$ cat config.mk
export PLATFORM = sky130hd
export DESIGN_NAME = binary_tree_traversal_engine_flat
export DESIGN_NICKNAME = d
export VERILOG_FILES = /design/src/design/btt_pkg.sv /design/src/design/btt_in_if.sv /design/src/design/btt_out_if.sv /design/src/design/binary_tree_traversal_engine.sv /design/src/flat_wrapper.sv
export SDC_FILE = /design/constraint.sdc
export NUM_CORES = 2
export LEC_CHECK = 0
export ABC_CLOCK_PERIOD_IN_PS = 7000
export BUFFER_PORTS_ARGS = -buffer_cell sky130_fd_sc_hd__buf_2
export CORE_ASPECT_RATIO = 0.75
export CORE_MARGIN = 4
export CORE_UTILIZATION = 47
export CTS_BUF_LIST = sky130_fd_sc_hd__clkbuf_16
export DETAILED_ROUTE_END_ITERATION = 6
export PLACE_DENSITY = 0.64
export SLEW_MARGIN = 40
export SYNTH_ARGS = -nofsm -noshare
export SYNTH_HDL_FRONTEND = slang
export SYNTH_SLANG_ARGS = --single-unit
$ cat constraint.sdc
create_clock -name clk_i -period 7 [get_ports clk_i]
set_input_delay 1.4 -clock clk_i [delete_from_list [all_inputs] [get_ports clk_i]]
set_output_delay 1.4 -clock clk_i [all_outputs]
set_load 0.1 [all_outputs]
$ cat src/design/btt_pkg.sv
package btt_pkg;

  localparam int NODE_COUNT  = 64;
  localparam int VALUE_BITS  = 32;
  localparam int MAX_RESULTS = 64;
  localparam int NB = (NODE_COUNT > 1) ? $clog2(NODE_COUNT) : 1;
  localparam int CW = $clog2(NODE_COUNT + 1);
  localparam int RW = $clog2(MAX_RESULTS + 1);
  localparam int MARK_BIT = 6;

  localparam logic [1:0] ORD_IN   = 2'd0;
  localparam logic [1:0] ORD_PRE  = 2'd1;
  localparam logic [1:0] ORD_POST = 2'd2;
  localparam logic [1:0] ORD_BFS  = 2'd3;

  localparam logic CFG_ROOT  = 1'b0;
  localparam logic CFG_ORDER = 1'b1;

  localparam logic FUNC_WRITE = 1'b0;
  localparam logic FUNC_RUN   = 1'b1;

  typedef struct packed {
    logic [6:0]            left;
    logic [6:0]            right;
    logic [VALUE_BITS-1:0] value;
  } node_t;

  typedef struct packed {
    logic          valid;
    logic [NB-1:0] idx;
  } nsel_t;

  typedef struct packed {
    logic [5:0]  visited_node;
    logic [31:0] element_value;
    logic        last;
    logic        tree_empty;
  } res_t;

  // -1 and anything outside the table mean no node
  function automatic nsel_t norm_node(input logic [6:0] v);
    nsel_t r;
    r.valid = !v[6] && ({1'b0, v[5:0]} < 7'(NODE_COUNT));
    r.idx   = v[NB-1:0];
    return r;
  endfunction

  function automatic logic [VALUE_BITS-1:0] store_value(input logic [31:0] d);
    logic [VALUE_BITS-1:0] v;
    for (int i = 0; i < VALUE_BITS; i++) begin
      v[i] = (i < 32) ? d[i] : 1'b0;
    end
    return v;
  endfunction

  function automatic logic [31:0] ext_value(input logic [VALUE_BITS-1:0] v);
    logic [31:0] r;
    for (int i = 0; i < 32; i++) begin
      r[i] = (i < VALUE_BITS) ? v[i] : v[VALUE_BITS-1];
    end
    return r;
  endfunction

endpackage

$ cat src/design/btt_in_if.sv
interface btt_in_if;
  logic        valid;
  logic        ready;
  logic        func;
  logic [5:0]  node_index;
  logic [6:0]  left_child;
  logic [6:0]  right_child;
  logic [31:0] node_data;

  modport source (output valid, func, node_index, left_child, right_child, node_data,
                  input ready);
  modport sink (input valid, func, node_index, left_child, right_child, node_data,
                output ready);
endinterface

$ cat src/design/btt_out_if.sv
interface btt_out_if;
  logic        valid;
  logic        ready;
  logic [5:0]  visited_node;
  logic [31:0] element_value;
  logic        last;
  logic        tree_empty;

  modport source (output valid, visited_node, element_value, last, tree_empty,
                  input ready);
  modport sink (input valid, visited_node, element_value, last, tree_empty,
                output ready);
endinterface

$ cat src/design/binary_tree_traversal_engine.sv
// Binary tree walker over a 64-node table. A write word (func 0) stores one node. A run
// word (func 1) walks the tree from root_node in walk_order and returns one word per
// visited node, the final one flagged last; an empty root gives a single word with
// tree_empty set. The node table and the walk stack/queue are two synchronous RAMs with
// registered reads. Preorder and breadth-first handle each node in steps: stack read,
// node read, emit and first push, second push. Inorder pushes each node of the left
// descent and reads it, then pops, reads and emits each node, and ends each descent
// with a check. Postorder pops every node twice. No new word is taken while a run is
// in progress.
module binary_tree_traversal_engine (
  input  logic       clk_i,
  input  logic       rst_ni,
  btt_in_if.sink     in_i,
  btt_out_if.source  out_o,
  input  logic       cfg_we_i,
  input  logic       cfg_idx_i,
  input  logic [6:0] cfg_data_i
);

  typedef enum logic [3:0] {
    S_IDLE, S_DESC, S_DESC_W, S_POP, S_POP_W, S_PO_W, S_EMIT_W, S_PUSH2, S_FIN
  } state_e;

  state_e state_q, state_d;
  logic [6:0] root_q, root_d;
  logic [1:0] order_q, order_d;
  logic [btt_pkg::CW-1:0] head_q, head_d, tail_q, tail_d, tail_m1;
  logic [btt_pkg::RW-1:0] cnt_q, cnt_d;
  btt_pkg::nsel_t cur_q, cur_d, first, second, r;
  logic [btt_pkg::NB-1:0] n_q, n_d;
  logic pend_valid_q, pend_valid_d, out_valid_q, out_valid_d;
  btt_pkg::res_t pend_q, pend_d, out_q, out_d;

  btt_pkg::node_t node_mem [btt_pkg::NODE_COUNT];
  btt_pkg::node_t node_rd_q, node_wdata;
  logic node_we, node_re;
  logic [btt_pkg::NB-1:0] node_waddr, node_raddr;

  logic [7:0] st_mem [btt_pkg::NODE_COUNT];
  logic [7:0] st_rd_q, st_wdata;
  logic st_we, st_re;
  logic [btt_pkg::NB-1:0] st_waddr, st_raddr;

  logic full, out_free, more;

  assign in_i.ready          = (state_q == S_IDLE);
  assign out_o.valid         = out_valid_q;
  assign out_o.visited_node  = out_q.visited_node;
  assign out_o.element_value = out_q.element_value;
  assign out_o.last          = out_q.last;
  assign out_o.tree_empty    = out_q.tree_empty;

  assign full     = tail_q >= btt_pkg::CW'(btt_pkg::NODE_COUNT);
  assign out_free = !out_valid_q || out_o.ready;
  assign tail_m1  = tail_q - 1'b1;

  always_ff @(posedge clk_i) begin
    if (node_we) node_mem[node_waddr] <= node_wdata;
    if (node_re) node_rd_q <= node_mem[node_raddr];
  end

  always_ff @(posedge clk_i) begin
    if (st_we) st_mem[st_waddr] <= st_wdata;
    if (st_re) st_rd_q <= st_mem[st_raddr];
  end

  always_comb begin
    state_d      = state_q;
    root_d       = root_q;
    order_d      = order_q;
    head_d       = head_q;
    tail_d       = tail_q;
    cnt_d        = cnt_q;
    cur_d        = cur_q;
    n_d          = n_q;
    pend_valid_d = pend_valid_q;
    pend_d       = pend_q;
    out_valid_d  = out_valid_q;
    out_d        = out_q;
    node_we      = 1'b0;
    node_waddr   = in_i.node_index[btt_pkg::NB-1:0];
    node_wdata.left  = in_i.left_child;
    node_wdata.right = in_i.right_child;
    node_wdata.value = btt_pkg::store_value(in_i.node_data);
    node_re      = 1'b0;
    node_raddr   = cur_q.idx;
    st_we        = 1'b0;
    st_waddr     = tail_q[btt_pkg::NB-1:0];
    st_wdata     = {2'b00, 6'(cur_q.idx)};
    st_re        = 1'b0;
    st_raddr     = head_q[btt_pkg::NB-1:0];
    more         = 1'b0;
    first        = btt_pkg::norm_node(node_rd_q.right);
    second       = btt_pkg::norm_node(node_rd_q.left);
    r            = btt_pkg::norm_node(root_q);

    if (cfg_we_i) begin
      unique case (cfg_idx_i)
        btt_pkg::CFG_ROOT:  root_d  = cfg_data_i;
        btt_pkg::CFG_ORDER: order_d = cfg_data_i[1:0];
        default: ;
      endcase
    end

    if (out_valid_q && out_o.ready) out_valid_d = 1'b0;

    unique case (state_q)
      S_IDLE: begin
        if (in_i.valid) begin
          if (in_i.func == btt_pkg::FUNC_WRITE) begin
            node_we = ({1'b0, in_i.node_index} < 7'(btt_pkg::NODE_COUNT));
          end else begin
            head_d = '0;
            tail_d = '0;
            cnt_d  = '0;
            cur_d  = r;
            if (!r.valid) begin
              pend_valid_d = 1'b1;
              pend_d       = '{visited_node: 6'd0, element_value: 32'd0,
                               last: 1'b1, tree_empty: 1'b1};
              state_d      = S_FIN;
            end else if (order_q == btt_pkg::ORD_IN || order_q == btt_pkg::ORD_POST) begin
              state_d = S_DESC;
            end else begin
              st_we    = 1'b1;
              st_waddr = '0;
              st_wdata = {2'b00, 6'(r.idx)};
              tail_d   = btt_pkg::CW'(1);
              state_d  = S_POP;
            end
          end
        end
      end
      S_DESC: begin
        if (cur_q.valid && !full) begin
          st_we   = 1'b1;
          tail_d  = tail_q + 1'b1;
          node_re = 1'b1;
          state_d = S_DESC_W;
        end else begin
          state_d = S_POP;
        end
      end
      S_DESC_W: begin
        cur_d   = btt_pkg::norm_node(node_rd_q.left);
        state_d = S_DESC;
      end
      S_POP: begin
        more = (order_q == btt_pkg::ORD_BFS) ? (head_q < tail_q) : (tail_q != '0);
        if (more && cnt_q < btt_pkg::RW'(btt_pkg::MAX_RESULTS)) begin
          st_re = 1'b1;
          if (order_q == btt_pkg::ORD_BFS) begin
            head_d = head_q + 1'b1;
          end else begin
            st_raddr = tail_m1[btt_pkg::NB-1:0];
            tail_d   = tail_m1;
          end
          state_d = S_POP_W;
        end else begin
          state_d = S_FIN;
        end
      end
      S_POP_W: begin
        n_d        = st_rd_q[btt_pkg::NB-1:0];
        node_re    = 1'b1;
        node_raddr = st_rd_q[btt_pkg::NB-1:0];
        if (order_q == btt_pkg::ORD_POST && !st_rd_q[btt_pkg::MARK_BIT]) begin
          // revisit after the right subtree; a slot was just freed by the pop
          st_we    = 1'b1;
          st_wdata = st_rd_q | (8'd1 << btt_pkg::MARK_BIT);
          tail_d   = tail_q + 1'b1;
          state_d  = S_PO_W;
        end else begin
          state_d = S_EMIT_W;
        end
      end
      S_PO_W: begin
        cur_d   = btt_pkg::norm_node(node_rd_q.right);
        state_d = S_DESC;
      end
      S_EMIT_W: begin
        // one result held back so the final one can be flagged
        if (out_free || !pend_valid_q) begin
          if (pend_valid_q) begin
            out_valid_d = 1'b1;
            out_d       = pend_q;
          end
          pend_valid_d = 1'b1;
          pend_d       = '{visited_node: 6'(n_q),
                           element_value: btt_pkg::ext_value(node_rd_q.value),
                           last: 1'b0, tree_empty: 1'b0};
          cnt_d        = cnt_q + 1'b1;
          case (order_q)
            btt_pkg::ORD_IN: begin
              cur_d   = btt_pkg::norm_node(node_rd_q.right);
              state_d = S_DESC;
            end
            btt_pkg::ORD_POST: state_d = S_POP;
            default: begin
              if (order_q == btt_pkg::ORD_BFS) begin
                first  = btt_pkg::norm_node(node_rd_q.left);
                second = btt_pkg::norm_node(node_rd_q.right);
              end
              if (first.valid && !full) begin
                st_we    = 1'b1;
                st_wdata = {2'b00, 6'(first.idx)};
                tail_d   = tail_q + 1'b1;
              end
              cur_d   = second;
              state_d = S_PUSH2;
            end
          endcase
        end
      end
      S_PUSH2: begin
        if (cur_q.valid && !full) begin
          st_we  = 1'b1;
          tail_d = tail_q + 1'b1;
        end
        state_d = S_POP;
      end
      S_FIN: begin
        if (out_free) begin
          out_valid_d  = 1'b1;
          out_d        = pend_q;
          out_d.last   = 1'b1;
          pend_valid_d = 1'b0;
          state_d      = S_IDLE;
        end
      end
      default: state_d = S_IDLE;
    endcase
  end

  always_ff @(posedge clk_i or negedge rst_ni) begin
    if (!rst_ni) begin
      state_q      <= S_IDLE;
      root_q       <= 7'h7F;
      order_q      <= btt_pkg::ORD_IN;
      head_q       <= '0;
      tail_q       <= '0;
      cnt_q        <= '0;
      cur_q        <= '0;
      pend_valid_q <= 1'b0;
      out_valid_q  <= 1'b0;
    end else begin
      state_q      <= state_d;
      root_q       <= root_d;
      order_q      <= order_d;
      head_q       <= head_d;
      tail_q       <= tail_d;
      cnt_q        <= cnt_d;
      cur_q        <= cur_d;
      pend_valid_q <= pend_valid_d;
      out_valid_q  <= out_valid_d;
    end
  end

  always_ff @(posedge clk_i) begin
    n_q    <= n_d;
    pend_q <= pend_d;
    out_q  <= out_d;
  end

endmodule
$ cat src/flat_wrapper.sv
// flat-port wrapper written by rule: the top's interface ports become plain ports
module binary_tree_traversal_engine_flat 
  (clk_i, rst_ni, cfg_we_i, cfg_idx_i, cfg_data_i, in_i_valid, in_i_func, in_i_node_index, in_i_left_child, in_i_right_child, in_i_node_data, in_i_ready, out_o_valid, out_o_visited_node, out_o_element_value, out_o_last, out_o_tree_empty, out_o_ready);
  btt_in_if in_i_i ();
  btt_out_if out_o_i ();
  input  logic clk_i;
  input  logic rst_ni;
  input  logic cfg_we_i;
  input  logic cfg_idx_i;
  input  logic [6:0] cfg_data_i;
  input wire logic [$bits(in_i_i.valid)-1:0] in_i_valid;
  input wire logic [$bits(in_i_i.func)-1:0] in_i_func;
  input wire logic [$bits(in_i_i.node_index)-1:0] in_i_node_index;
  input wire logic [$bits(in_i_i.left_child)-1:0] in_i_left_child;
  input wire logic [$bits(in_i_i.right_child)-1:0] in_i_right_child;
  input wire logic [$bits(in_i_i.node_data)-1:0] in_i_node_data;
  output wire logic [$bits(in_i_i.ready)-1:0] in_i_ready;
  output wire logic [$bits(out_o_i.valid)-1:0] out_o_valid;
  output wire logic [$bits(out_o_i.visited_node)-1:0] out_o_visited_node;
  output wire logic [$bits(out_o_i.element_value)-1:0] out_o_element_value;
  output wire logic [$bits(out_o_i.last)-1:0] out_o_last;
  output wire logic [$bits(out_o_i.tree_empty)-1:0] out_o_tree_empty;
  input wire logic [$bits(out_o_i.ready)-1:0] out_o_ready;
  assign in_i_i.valid = in_i_valid;
  assign in_i_i.func = in_i_func;
  assign in_i_i.node_index = in_i_node_index;
  assign in_i_i.left_child = in_i_left_child;
  assign in_i_i.right_child = in_i_right_child;
  assign in_i_i.node_data = in_i_node_data;
  assign in_i_ready = in_i_i.ready;
  assign out_o_valid = out_o_i.valid;
  assign out_o_visited_node = out_o_i.visited_node;
  assign out_o_element_value = out_o_i.element_value;
  assign out_o_last = out_o_i.last;
  assign out_o_tree_empty = out_o_i.tree_empty;
  assign out_o_i.ready = out_o_ready;
  binary_tree_traversal_engine u_core (.clk_i(clk_i), .rst_ni(rst_ni), .in_i(in_i_i), .out_o(out_o_i), .cfg_we_i(cfg_we_i), .cfg_idx_i(cfg_idx_i), .cfg_data_i(cfg_data_i));
endmodule
==> metrics.txt <==
status finished clean; first-pass GRT wire length around 540 mm; internal power just over 40 mW; fmax ~190 MHz; Syn Nets roughly 6700; Root Driver clkbuf_16; WP data arrival a little under 6000 ps; Die Wd 634 um; M2 GR Usage a little over a third; TritonCTS Buffers approximately 340; Slowest-stage cell, CP a21o_4; drt first pass iters 7; grt met3 use roughly 6.3%; Tightest Pin Transition between 900 and 1000 ps; fin crit share between 70 and 80%; max-slew violations 0; gr busiest metal met1; Synth cell types 72; top post-synthesis cells by area edfxtp_1 (77%), mux4_2 (12%), mux2i_1 (2.0%), mux2_2 (1.6%), nand2_1 (1.5%); Reg area about 110000 um^2; # port buffers 107; prevailing post-synth register cell edfxtp_1; Setup Skew around 58 ps; share of power burned in the clock network between 20% and 30%; Nets about 7100; startpoint types flop; number of I/O pins 108; EDFF count, synth about 3500; number of global-route vias before repair 67600; Crit Path Category flop to flop; M1 GR Usage 38.9%; cell taking the most area after synthesis edfxtp_1; Switching Fraction between 30% and 40%; Hold Buf Count CTS 0; pin count of the biggest net entering global routing 108; Syn Area/Cell 20.8 um^2; ANT nets after route 0; Starting Density ~47%; Filler cells between 20000 and 25000; Multi-input gate area about 30000 um^2; Syn Std Cell Area about 140000 um^2; Setup violations, final 0; count of state elements after synthesis about 3600; most common cell in the netlist edfxtp_1; crit path max fanout approximately 90; critical path capture point type flop; layout cell share with drive strength beyond 1 26.9%; Core Area between 200000 and 300000 um^2; Switch Pwr ~19 mW; Syn Inst Count about 6600; full die area between 300000 and 400000 um^2; post-CTS sizing 0; initial DRC count 11200; top post-synthesis cells by count edfxtp_1 (3530), mux4_2 (736), nand2_1 (543); DR vias/cell roughly 6.3; Routed WL 382 mm; # DRC 0; Combinational Power Share between 20% and 30%; Final min period around 5300 ps; Synth-to-Final Area Change 14.1%; routed len/inst 33.9 um; GR Util All Layers 25.0%; LEAKAGE roughly 51 nW; clk sinks roughly 3600; Async SR Flop Fraction roughly 1.2%; clock buffer depth 4; worst endpoint required time 7650 ps; Max-cap violations 0; Max VDD drop ~260 uV; Seq/Total Area, Yosys 77.5%; H-tree levels 5; row count roughly 170; gpl congestion 0.850; max_slew headroom about two fifths; largest stage delay on the critical path about 700 ps; Placed Instances roughly 11000; Post-CTS Repair Setup Buffers 0; Flop pwr share about two fifths; worst path cell trace inv_1, ha_1, nor3b_2, a211o_1, a21o_4, buf_12, mux2i_1, o22ai_1, nor4_1, a211oi_1, a21o_1; grt total ovfl 0; worst hold path class flop to flop; Clock Pin Slew Worst Setup and Hold Paths about 60 ps; power per cell area around 380 nW/um^2; Synth top area share approximately 77%; clk_lat worst skew about 900 ps; Finished Layout Cells between 10000 and 15000; RSZ-0062 raised after global routing false; setup TNS 0 ps; Ys Warns 0; Chip Height around 480 um; HPWL Detailed about 230 mm; CTS tree built; final hold vios 0; antenna violations before repair 37; vias 70600
-- final cells by class --
| class | instances | share of cell area (%) |
|---|---|---|
| Tap cell | 3915 | 3.11 |
| Clock inverter | 264 | 1.23 |
| Inverter | 29 | 0.0690 |
| Multi-Input combinational cell | 2676 | 19.2 |
| Clock buffer | 351 | 5.57 |
| Antenna cell | 14 | 0.0222 |
| Sequential cell | 3573 | 67.9 |
| Timing Repair Buffer | 430 | 2.91 |
-- registers in the layout (all words and copies together), names as in the netlist, 7 cells and up --
signal and cells:
u_core.cur_q 7, u_core.node_mem 2944, u_core.root_q 7, u_core.pend_q 39
u_core.st_mem 448, u_core.tail_q 7, u_core.cnt_q 7, u_core.st_rd_q 7
u_core.node_rd_q 46, u_core.head_q 7, u_core.out_o.element_value 32
-- power by group through the flow --
stage / sequential [mW] / combinational, mW / clock, mW
5_1_grt: 25.0 / 18.2 / 19.1
6_report: 25.0 / 17.3 / 17.9
2_1_floorplan: 25.5 / 10.4 / 0
3_3_place_gp: 25.5 / 17.0 / 0
4_1_cts: 25.0 / 17.3 / 18.2
3_5_place_dp: 25.5 / 17.2 / 0
-- kinds of logic (layout without fill, tap and decap cells) --
kind of cell | after synthesis | count (layout) | share of synthesized area, %
multiplexers | 1203 | 1203 | 15.6
flip-flops | 3573 | 3573 | 77.5
other | 0 | 14 | 0
adder cells (fa/ha/maj) | 10 | 10 | 0.0906
buffers and inverters | 390 | 1074 | 1.21
XOR/XNOR | 15 | 15 | 0.0951
AND/OR/NAND/NOR | 995 | 995 | 3.22
AO/OA/AOI/OAI | 453 | 453 | 2.31
-- cell usage in the layout (no fill, tap or decap), drive strengths merged, types with 13 or more instances in the layout --
| master | n |
|---|---|
| a211oi | 17 |
| a31oi | 32 |
| inv | 108 |
| nor4 | 25 |
| edfxtp | 3530 |
| clkbuf | 355 |
| nor2 | 149 |
| o211ai | 186 |
| buf | 426 |
| nor3 | 20 |
| mux2 | 193 |
| mux4 | 736 |
| o21ai | 25 |
| diode | 14 |
| nand3 | 86 |
| nand2 | 545 |
| o22ai | 32 |
| a22oi | 13 |
| a21oi | 75 |
| clkinv | 151 |
| mux2i | 274 |
| dfrtp | 36 |
| xnor2 | 13 |
| nand4 | 80 |
| and2 | 41 |
| nand2b | 16 |
| a221oi | 13 |
| bufinv | 26 |
-- worst paths after layout --
| path | slack (ps) | from | cells after the start | to |
|---|---|---|---|---|
| worst max-delay path | 1710 | u_core.tail_q[0]$_DFFE_PN0P_ | 11 | u_core.st_rd_q[0]$_DFFE_PP_ |
| worst min-delay path | 420 | u_core.pend_q[9]$_SDFFCE_PN0P_ | 0 | u_core.out_o.element_value[7]$_DFFE_PP_ |
| worst max register to register | 1710 | u_core.tail_q[0]$_DFFE_PN0P_ | 11 | u_core.st_rd_q[0]$_DFFE_PP_ |
| worst min register to register | 420 | u_core.pend_q[9]$_SDFFCE_PN0P_ | 0 | u_core.out_o.element_value[7]$_DFFE_PP_ |
| max in group asynchronous | 5860 | rst_ni | 2 | u_core.head_q[4]$_DFFE_PN0P_ |
| min in group asynchronous | 650 | rst_ni | 2 | u_core.cur_q[3]$_DFFE_PN0P_ |
-- stage by stage --
stage	area, um^2	setup slack, ps	power (mW)	hold slack [ps]	utilization [%]
after floorplan	138000	1530	35.9	400	-
after global placement	145000	1500	42.5	410	49.6
after detailed placement	147000	1780	42.7	405	50.1
after CTS	157000	1750	60.5	416	53.7
after global routing	158000	1360	62.4	425	53.9
final	158000	1710	60.2	417	53.9
-- critical path, delay by kind of cell (launching register included) --
kind,cells,cell delay [ps]
AOI/OAI and AO/OA,5,1790
adders and majority gates,1,350
buffers and inverters,2,760
DFF,1,540
muxes,1,290
and+or+nand+nor,2,1250
-- routing by layer --
metal / up-vias / wire length [um]
met5: - / 37
met4: 6 / 9910
met3: 518 / 47500
li1: 28300 / -
met1: 37400 / 156000
met2: 4325 / 168000
(Power assumes the default switching activity.)
